==> src/design/pptxb_pkg.sv <==
// Package for the ping-pong transmit buffer controller.
// Holds sizes, input/result codes and the controller/datapath interface structs.
// No dependencies.
`timescale 1ns / 1ps

package pptxb_pkg;

   localparam int BUF_DEPTH = 64;
   localparam int IDX_W     = (BUF_DEPTH > 1) ? $clog2(BUF_DEPTH) : 1;
   localparam int CNT_W     = $clog2(BUF_DEPTH + 1);
   localparam int MEM_DEPTH = 2 * (1 << IDX_W);

   localparam logic [1:0] KIND_APPEND = 2'd0;
   localparam logic [1:0] KIND_EOM    = 2'd1;
   localparam logic [1:0] KIND_TXDONE = 2'd2;

   localparam logic RK_BYTE   = 1'b0;
   localparam logic RK_REFUSE = 1'b1;

   typedef struct packed {
      logic append;       // store a byte in the filling buffer
      logic use_pend;     // take the byte from the held character
      logic latch_char;   // hold the incoming character
      logic start;        // put the filling buffer on the line
      logic mark_filled;  // mark the filling buffer filled
      logic clear_sent;   // empty the buffer on the line
      logic idle_line;    // line goes idle on the sent buffer
      logic rd_issue;     // read the next byte of the run
      logic hold_refuse;  // hold the id of the full buffer
      logic refuse_load;  // place a refusal in the result register
   } ctl_cmd_type;

   typedef struct packed {
      logic fb_full;
      logic fb_empty;
      logic fb_filled;
      logic busy;
      logic rd_can_issue;
      logic rd_last;
      logic out_free;
   } dp_stat_type;

endpackage

==> src/design/ping_pong_tx_buffer_controller.sv <==
// Ping-pong transmit buffer controller, top level.
// Instantiates pptxb_ctrl and pptxb_dp; depends on pptxb_pkg.
//
// Use: items enter on req_ (req_kind: append character, end of message,
// transmit done) and results leave on rsp_: each result is one transmitted
// byte or one refusal, and a started buffer gives one result per byte.
// Both channels are valid/stall.
// An append into a buffer with room gives no result.
// Starting a buffer of N bytes holds req_stall high while the bytes are read
// out of the single-port byte store, one per cycle unless rsp_stall holds the
// run; each byte passes through the read stage into the result register on
// rsp_, and the last byte carries rsp_last. A start caused by an append into a
// full buffer is followed by the deferred append of the held character. A
// refusal passes through a refuse state and waits for earlier bytes to leave.
// When rsp_stall is high the result register and one read stage hold; the run
// pauses but appends keep being accepted while the line is not being read.
// Reset empties both buffers and leaves the line idle on ping; the byte store
// is not cleared, only written entries are ever sent.
`timescale 1ns / 1ps

module ping_pong_tx_buffer_controller
   import pptxb_pkg::*;
(
   input  logic       clock,
   input  logic       reset,
   input  logic       req_valid,
   output logic       req_stall,
   input  logic [1:0] req_kind,
   input  logic [7:0] req_char_value,
   output logic       rsp_valid,
   input  logic       rsp_stall,
   output logic       rsp_result_kind,
   output logic [7:0] rsp_byte_out,
   output logic       rsp_buffer_id,
   output logic       rsp_last
);

   ctl_cmd_type cmd;
   dp_stat_type stat;

   pptxb_ctrl u_ctrl (
      .clock     (clock),
      .reset     (reset),
      .req_valid (req_valid),
      .req_stall (req_stall),
      .req_kind  (req_kind),
      .stat      (stat),
      .cmd       (cmd)
   );

   pptxb_dp u_dp (
      .clock           (clock),
      .reset           (reset),
      .cmd             (cmd),
      .stat            (stat),
      .req_char_value  (req_char_value),
      .rsp_valid       (rsp_valid),
      .rsp_stall       (rsp_stall),
      .rsp_result_kind (rsp_result_kind),
      .rsp_byte_out    (rsp_byte_out),
      .rsp_buffer_id   (rsp_buffer_id),
      .rsp_last        (rsp_last)
   );

endmodule

==> src/design/pptxb_dp.sv <==
// Datapath of the ping-pong transmit buffer controller: byte store, fill counts,
// filled flags, line phase, run read pipeline and result register.
// Depends on pptxb_pkg.
`timescale 1ns / 1ps

module pptxb_dp
   import pptxb_pkg::*;
(
   input  logic        clock,
   input  logic        reset,
   input  ctl_cmd_type cmd,
   output dp_stat_type stat,
   input  logic [7:0]  req_char_value,
   output logic        rsp_valid,
   input  logic        rsp_stall,
   output logic        rsp_result_kind,
   output logic [7:0]  rsp_byte_out,
   output logic        rsp_buffer_id,
   output logic        rsp_last
);

   logic [7:0]       mem [MEM_DEPTH];

   logic [CNT_W-1:0] cnt_ff [2];
   logic [CNT_W-1:0] cnt_in [2];
   logic [1:0]       filled_ff, filled_in;
   logic             nb_ff, nb_in;
   logic             busy_ff, busy_in;

   logic             run_buf_ff, run_buf_in;
   logic [CNT_W-1:0] len_ff, len_in;
   logic [IDX_W-1:0] idx_ff, idx_in;

   logic [7:0]       pend_ff;
   logic             refuse_id_ff;

   logic             b_vld_ff, b_vld_in;
   logic [7:0]       rd_data_ff;
   logic             b_id_ff;
   logic             b_last_ff;

   logic             c_vld_ff, c_vld_in;
   logic             c_kind_ff, c_kind_in;
   logic [7:0]       c_byte_ff, c_byte_in;
   logic             c_id_ff, c_id_in;
   logic             c_last_ff, c_last_in;

   logic             fb;
   logic [CNT_W-1:0] cnt_fb;
   logic [CNT_W-1:0] idx_next;
   logic             rd_last;
   logic             c_take;
   logic             b_move;
   logic [7:0]       wr_data;

   assign fb       = ~nb_ff;
   assign cnt_fb   = cnt_ff[fb];
   assign idx_next = CNT_W'(idx_ff) + CNT_W'(1);
   assign rd_last  = (idx_next == len_ff);
   assign c_take   = ~c_vld_ff | ~rsp_stall;
   assign b_move   = b_vld_ff & c_take;
   assign wr_data  = cmd.use_pend ? pend_ff : req_char_value;

   always_comb begin
      stat.fb_full      = (cnt_fb == CNT_W'(BUF_DEPTH));
      stat.fb_empty     = (cnt_fb == '0);
      stat.fb_filled    = filled_ff[fb];
      stat.busy         = busy_ff;
      stat.rd_can_issue = ~b_vld_ff | b_move;
      stat.rd_last      = rd_last;
      stat.out_free     = ~b_vld_ff & c_take;
   end

   // state next values
   always_comb begin
      cnt_in     = cnt_ff;
      filled_in  = filled_ff;
      nb_in      = nb_ff;
      busy_in    = busy_ff;
      run_buf_in = run_buf_ff;
      len_in     = len_ff;
      idx_in     = idx_ff;
      if (cmd.append) begin
         cnt_in[fb] = cnt_fb + CNT_W'(1);
      end
      if (cmd.mark_filled) begin
         filled_in[fb] = 1'b1;
      end
      if (cmd.clear_sent) begin
         cnt_in[nb_ff]    = '0;
         filled_in[nb_ff] = 1'b0;
      end
      if (cmd.idle_line) begin
         busy_in = 1'b0;
      end
      if (cmd.start) begin
         filled_in[fb] = 1'b1;
         nb_in         = fb;
         busy_in       = 1'b1;
         run_buf_in    = fb;
         len_in        = cnt_fb;
         idx_in        = '0;
      end
      if (cmd.rd_issue) begin
         idx_in = IDX_W'(idx_next);
      end
   end

   always_comb begin
      b_vld_in = b_vld_ff;
      if (cmd.rd_issue) begin
         b_vld_in = 1'b1;
      end else if (b_move) begin
         b_vld_in = 1'b0;
      end
   end

   always_comb begin
      c_vld_in  = c_vld_ff;
      c_kind_in = c_kind_ff;
      c_byte_in = c_byte_ff;
      c_id_in   = c_id_ff;
      c_last_in = c_last_ff;
      if (b_move) begin
         c_vld_in  = 1'b1;
         c_kind_in = RK_BYTE;
         c_byte_in = rd_data_ff;
         c_id_in   = b_id_ff;
         c_last_in = b_last_ff;
      end else if (cmd.refuse_load) begin
         c_vld_in  = 1'b1;
         c_kind_in = RK_REFUSE;
         c_byte_in = '0;
         c_id_in   = refuse_id_ff;
         c_last_in = 1'b1;
      end else if (c_vld_ff && !rsp_stall) begin
         c_vld_in = 1'b0;
      end
   end

   always_ff @(posedge clock) begin
      if (reset) begin
         cnt_ff[0] <= '0;
         cnt_ff[1] <= '0;
         filled_ff <= '0;
         nb_ff     <= 1'b0;
         busy_ff   <= 1'b0;
         b_vld_ff  <= 1'b0;
         c_vld_ff  <= 1'b0;
      end else begin
         cnt_ff[0] <= cnt_in[0];
         cnt_ff[1] <= cnt_in[1];
         filled_ff <= filled_in;
         nb_ff     <= nb_in;
         busy_ff   <= busy_in;
         b_vld_ff  <= b_vld_in;
         c_vld_ff  <= c_vld_in;
      end
   end

   always_ff @(posedge clock) begin
      run_buf_ff <= run_buf_in;
      len_ff     <= len_in;
      idx_ff     <= idx_in;
      c_kind_ff  <= c_kind_in;
      c_byte_ff  <= c_byte_in;
      c_id_ff    <= c_id_in;
      c_last_ff  <= c_last_in;
      if (cmd.latch_char) begin
         pend_ff <= req_char_value;
      end
      if (cmd.hold_refuse) begin
         refuse_id_ff <= fb;
      end
   end

   always_ff @(posedge clock) begin
      if (cmd.append) begin
         mem[{fb, cnt_fb[IDX_W-1:0]}] <= wr_data;
      end
   end

   always_ff @(posedge clock) begin
      if (cmd.rd_issue) begin
         rd_data_ff <= mem[{run_buf_ff, idx_ff}];
         b_id_ff    <= run_buf_ff;
         b_last_ff  <= rd_last;
      end
   end

   assign rsp_valid       = c_vld_ff;
   assign rsp_result_kind = c_kind_ff;
   assign rsp_byte_out    = c_byte_ff;
   assign rsp_buffer_id   = c_id_ff;
   assign rsp_last        = c_last_ff;

endmodule

==> src/design/pptxb_ctrl.sv <==
// Controller of the ping-pong transmit buffer controller: decodes items and
// sequences transmission runs, the deferred append and refusals.
// Depends on pptxb_pkg.
`timescale 1ns / 1ps

module pptxb_ctrl
   import pptxb_pkg::*;
(
   input  logic        clock,
   input  logic        reset,
   input  logic        req_valid,
   output logic        req_stall,
   input  logic [1:0]  req_kind,
   input  dp_stat_type stat,
   output ctl_cmd_type cmd
);

   localparam logic [1:0] S_IDLE   = 2'd0;
   localparam logic [1:0] S_RUN    = 2'd1;
   localparam logic [1:0] S_APPEND = 2'd2;
   localparam logic [1:0] S_REFUSE = 2'd3;

   logic [1:0] state_ff, state_in;
   logic       after_ff, after_in;

   assign req_stall = (state_ff != S_IDLE);

   always_comb begin
      cmd      = '0;
      state_in = state_ff;
      after_in = after_ff;
      unique case (state_ff)
         S_IDLE: begin
            if (req_valid) begin
               unique case (req_kind)
                  KIND_APPEND: begin
                     if (!stat.fb_full) begin
                        cmd.append = 1'b1;
                     end else if (stat.busy) begin
                        cmd.hold_refuse = 1'b1;
                        state_in        = S_REFUSE;
                     end else begin
                        cmd.start      = 1'b1;
                        cmd.latch_char = 1'b1;
                        after_in       = 1'b1;
                        state_in       = S_RUN;
                     end
                  end
                  KIND_EOM: begin
                     if (!stat.fb_empty) begin
                        if (!stat.busy) begin
                           cmd.start = 1'b1;
                           after_in  = 1'b0;
                           state_in  = S_RUN;
                        end else begin
                           cmd.mark_filled = 1'b1;
                        end
                     end
                  end
                  KIND_TXDONE: begin
                     if (stat.busy) begin
                        cmd.clear_sent = 1'b1;
                        if (stat.fb_filled && !stat.fb_empty) begin
                           cmd.start = 1'b1;
                           after_in  = 1'b0;
                           state_in  = S_RUN;
                        end else begin
                           cmd.idle_line = 1'b1;
                        end
                     end
                  end
                  default: begin
                  end
               endcase
            end
         end
         S_RUN: begin
            if (stat.rd_can_issue) begin
               cmd.rd_issue = 1'b1;
               if (stat.rd_last) begin
                  state_in = after_ff ? S_APPEND : S_IDLE;
               end
            end
         end
         S_APPEND: begin
            if (!stat.fb_full) begin
               cmd.append   = 1'b1;
               cmd.use_pend = 1'b1;
               state_in     = S_IDLE;
            end else begin
               cmd.hold_refuse = 1'b1;
               state_in        = S_REFUSE;
            end
         end
         S_REFUSE: begin
            if (stat.out_free) begin
               cmd.refuse_load = 1'b1;
               state_in        = S_IDLE;
            end
         end
         default: begin
            state_in = S_IDLE;
         end
      endcase
   end

   always_ff @(posedge clock) begin
      if (reset) begin
         state_ff <= S_IDLE;
         after_ff <= 1'b0;
      end else begin
         state_ff <= state_in;
         after_ff <= after_in;
      end
   end

endmodule

==> config.mk <==
export PLATFORM = sky130hd
export DESIGN_NAME = ping_pong_tx_buffer_controller
export DESIGN_NICKNAME = d
export VERILOG_FILES = /design/src/design/pptxb_pkg.sv /design/src/design/ping_pong_tx_buffer_controller.sv /design/src/design/pptxb_dp.sv /design/src/design/pptxb_ctrl.sv
export SDC_FILE = /design/constraint.sdc
export NUM_CORES = 1
export LEC_CHECK = 0
export ABC_AREA = 0
export BUFFER_PORTS_ARGS = -buffer_cell sky130_fd_sc_hd__buf_2
export CORE_MARGIN = 4
export CORE_UTILIZATION = 68
export CTS_CLUSTER_DIAMETER = 40
export DETAILED_ROUTE_END_ITERATION = 10
export MAX_ROUTING_LAYER = met4
export PLACE_DENSITY_LB_ADDON = 0.25
export SYNTH_ARGS = -nofsm -noshare
export SYNTH_HDL_FRONTEND = slang
export SYNTH_HIERARCHICAL = 1
export SYNTH_SLANG_ARGS = --single-unit
==> constraint.sdc <==
create_clock -name clock -period 7.4 [get_ports clock]
set_input_delay 0.37 -clock clock [delete_from_list [all_inputs] [get_ports clock]]
set_output_delay 0.37 -clock clock [all_outputs]
set_load 0.005 [all_outputs]
==> run_results.csv <==
group,metric,value,unit
detailed_routing,wl_per_cell,32.31,µm
placed_design,dp_hpwl,63.22,mm
worst_setup_path,crit_type,"register to register",
worst_setup_path,max_stage_delay,920,ps
layout,drive_gt1_share,17.52,%
sta,max_clock_freq,206.2,MHz
die,io-pin-count,27,
cts,clock_sinks,1091,
layout,final_cell_mix,"edfxtp_1, mux2i_1, nor2_1",
sta,hold_violations,0,
cts,cts_tree,"yes",
sta,rsz0062_at_grt,"false",
yosys,synthXorXnorAreaFrac,0.5024,%
worst_setup_path,reg2reg_depth,9,
yosys,synth_edf_count,1067,
cts,clock_path_buffers,3,
job,cap_violations,0,
placed_design,place_congestion,0.9598,
detailed_routing,firstDrtPassIters,7,
detailed_routing,remaining_drc_errors,0,
worst_setup_path,r2r_end,"u_dp/mem[6][5]$_DFFE_PP_",
layout,final_net_count,2487,
yosys,synth_top_area_share,73.52,%
sta,maxSlewViolCount,0,
yosys,synth-main-ff-cell,"edfxtp_1",
worst_setup_path,r2r_start,"u_dp/nb_ff$_SDFFE_PP0P_",
sta,clock_skew,19.64,ps
worst_setup_path,crit_path_end_kind,"register",
sta,setup_viol_count_final,0,
power,pwr_density_cell,285.2,nW/µm²
layout,area_growth,12.19,%
yosys,ys_seq_area_share,74.63,%
layout,mostFrequentLayoutCell,"edfxtp_1",
global_route,grt_pass1_vias,23740,
yosys,netlist.top_cell.by_area,"edfxtp_1",
detailed_routing,highest_layer,"met4",
worst_setup_path,cp-start-kind,"register",
yosys,synth.cell_area,43580,µm²
cts,cts-buffers-inserted,130,
sta,layout_min_cycle_time,4851,ps
cts,root_buffer,"clkbuf_16",
detailed_routing,wl_met2,52.76,mm
detailed_routing,ant_nets,0,
worst_setup_path,arrival,5280,ps
die,die_width,261.2,µm
detailed_routing,met1_length,38.79,mm
detailed_routing,vias_per_cell,7.036,
min_path,hp-class,"primary input to register",
worst_setup_path,critPathBufInv,3,
yosys,async_reset_ff_share,0,%
cts,cts_setup_buffers,0,
sta,finalCritPeriodShare,65.55,%
run_status,outcome,"completed",
worst_setup_path,crit_path_max_fanout,84,
placed_design,port_buffers,26,
yosys,yosys.area_share.simple,4.235,%
sta,worst_pin_slew,1197,ps
die,die_height,261.2,µm
die,start_util,68.83,%
cts,clkTransAtPathRegs,60,ps
global_route,grt_pass1_wl,161.4,mm
die,rows,92,
min_path,min_path_cells,3,
global_route,grt_overflow_total,0,
placed_design,placedInstanceArea,44400,µm²
detailed_routing,finalWirelength,110.3,mm
die,core-area,63310,µm²
detailed_routing,vias,24030,
power,power.leakage,16.06,nW
detailed_routing,drt_iter0_markers,3839,
yosys,synth_compound_area_share,4.516,%
detailed_routing,met3_length,13.71,mm
yosys,synth_area_leaders,"edfxtp_1, mux4_2, mux2i_1",
cts,cts_htree_levels,4,
yosys,muxShareOfSynthArea,13.99,%
yosys,synth_area_per_cell,18.16,µm²
global_route,antenna_found_initial,1,
worst_setup_path,worstPathRequired,7830,ps
yosys,synth_top_family_by_area,"multiplexers",
min_path,min_from,"rsp_stall",
global_route,grt_max_degree,98,
yosys,synthAdderAreaFrac,0.2297,%
worst_setup_path,cpMaxStageDelayCell,"mux2_4",
yosys,synth_nets,2422,
worst_setup_path,cp_top_family,"multiplexers",
yosys,yosys_warnings,6,
worst_setup_path,cp_cell_sequence,"buf_4, mux2_2, nor2_1, nand3_1, nor2b_1, nor3b_1, buf_4, mux2_4, buf_4",
layout,post-route-cell-area,48890,µm²
power,p_total,0.01394,W
yosys,netlist_instances,2400,
yosys,synth.distinct_cells,52,
worst_setup_path,rrSetupSlack,2550,ps
sta,setup_tns,0,ps
cts,postCtsResizedCells,0,
die,die_area,68200,µm²
global_route,grt_usage,34.03,%
power,vdd_ir_drop_max,238.6,µV
worst_setup_path,cpMostUsedCell,"buf_4",
cts,clock_latency,710,ps
sta,slew_headroom,19.61,%
yosys,ys_ff_latch,1091,
worst_setup_path,crit_cells,9,
min_path,hold_end,"u_dp/b_vld_ff$_SDFFE_PP0P_",
[metrics by stage]
| stage | util (%) | hold slack (ps) | worst slack, ps | instances |
|---|---|---|---|---|
| after floorplan | - | 424.4 | 4093 | 2400 |
| after global placement | 70.14 | 452.0 | 3022 | 3171 |
| after detailed placement | 70.14 | 480.8 | 2909 | 3171 |
| after CTS | 77.22 | 18.44 | 2755 | 3414 |
| after global routing | 77.23 | 59.43 | 2367 | 3415 |
| final | 77.23 | 46.45 | 2549 | 3415 |
[worst register-to-register path, stage by stage, from the launching register on]
cell,delay [ps]
dfxtp_1,670
buf_4,330
mux2_2,400
nor2_1,330
nand3_1,210
nor2b_1,590
nor3b_1,140
buf_4,230
mux2_4,930
buf_4,720
[Yosys cell counts, types with 21 or more instances]
master,instances
mux4_2,144
dfxtp_1,24
edfxtp_1,1067
a31oi_1,69
a22oi_1,135
nand2_1,91
nor2_1,169
mux2i_1,260
mux2_2,21
buf_2,35
a21oi_1,73
nand3_1,21
nand2b_1,65
buf_6,21
clkbuf_1,67
[area by class of cell]
cell class	count	area, µm²
inverter	13	48.80
fill	3254	14420
timing repair buffer	77	570.5
clock inverter	82	959.7
antenna	1	2.502
clock buffer	153	3446
sequential	1091	32520
multi-input combinational	1152	10280
tap	846	1059
[what timing repair did]
item / in CTS / in global routing
hold buffers: 8 / 0
endpoints found under the setup margin: 0 / 0
endpoints found under the hold margin: 8 / 0
[cells by family after synthesis]
group,count (synthesis)
simple gates,399
mux,426
compound gates,294
buf+inv,157
xor+xnor,25
flops,1091
fa+ha+maj,8
[worst max path at each step]
stage	start	end	slack [ps]
floorplan	u_dp/nb_ff$_SDFFE_PP0P_	u_dp/idx_ff[0]$_SDFFCE_PN0P_	4090
global placement	u_dp/idx_ff[1]$_SDFFCE_PN0P_	u_dp/rd_data_ff[3]$_DFFE_PP_	3020
detailed placement	u_dp/nb_ff$_SDFFE_PP0P_	u_dp/mem[70][3]$_DFFE_PP_	2910
CTS	u_dp/nb_ff$_SDFFE_PP0P_	u_dp/mem[70][3]$_DFFE_PP_	2760
global route	u_dp/nb_ff$_SDFFE_PP0P_	u_dp/mem[70][3]$_DFFE_PP_	2370
finish	u_dp/nb_ff$_SDFFE_PP0P_	u_dp/mem[6][5]$_DFFE_PP_	2550
[per-layer routing]
metal | up-vias | GRT usage, %
li1 | 9698 | -
met1 | 12090 | 45.59
met2 | 1921 | 51.44
met3 | 317 | 8.752
met4 | 0 | 13.32
met5 | - | -
[sequential cells by signal (all words and copies together) (netlist names), 2 cells and up]
register and count:
u_dp/pend_ff 8, u_dp/idx_ff 6, u_dp/mem 1024, u_dp/filled_ff 2, u_ctrl/state_ff 2, u_dp/cnt_ff 14, u_dp/rd_data_ff 8, u_dp/len_ff 7
u_dp/rsp_byte_out 8
[power by group]
part	internal (W)	total, W	leakage [nW]	switching (W)
sequential	0.00679	0.00681	9.77	0.0000217
combinational	0.000218	0.000640	4.15	0.000423
clock	0.00399	0.00649	2.14	0.00250
total	0.0110	0.0139	16.1	0.00295
Note: power is estimated with default switching activity, not from simulation.
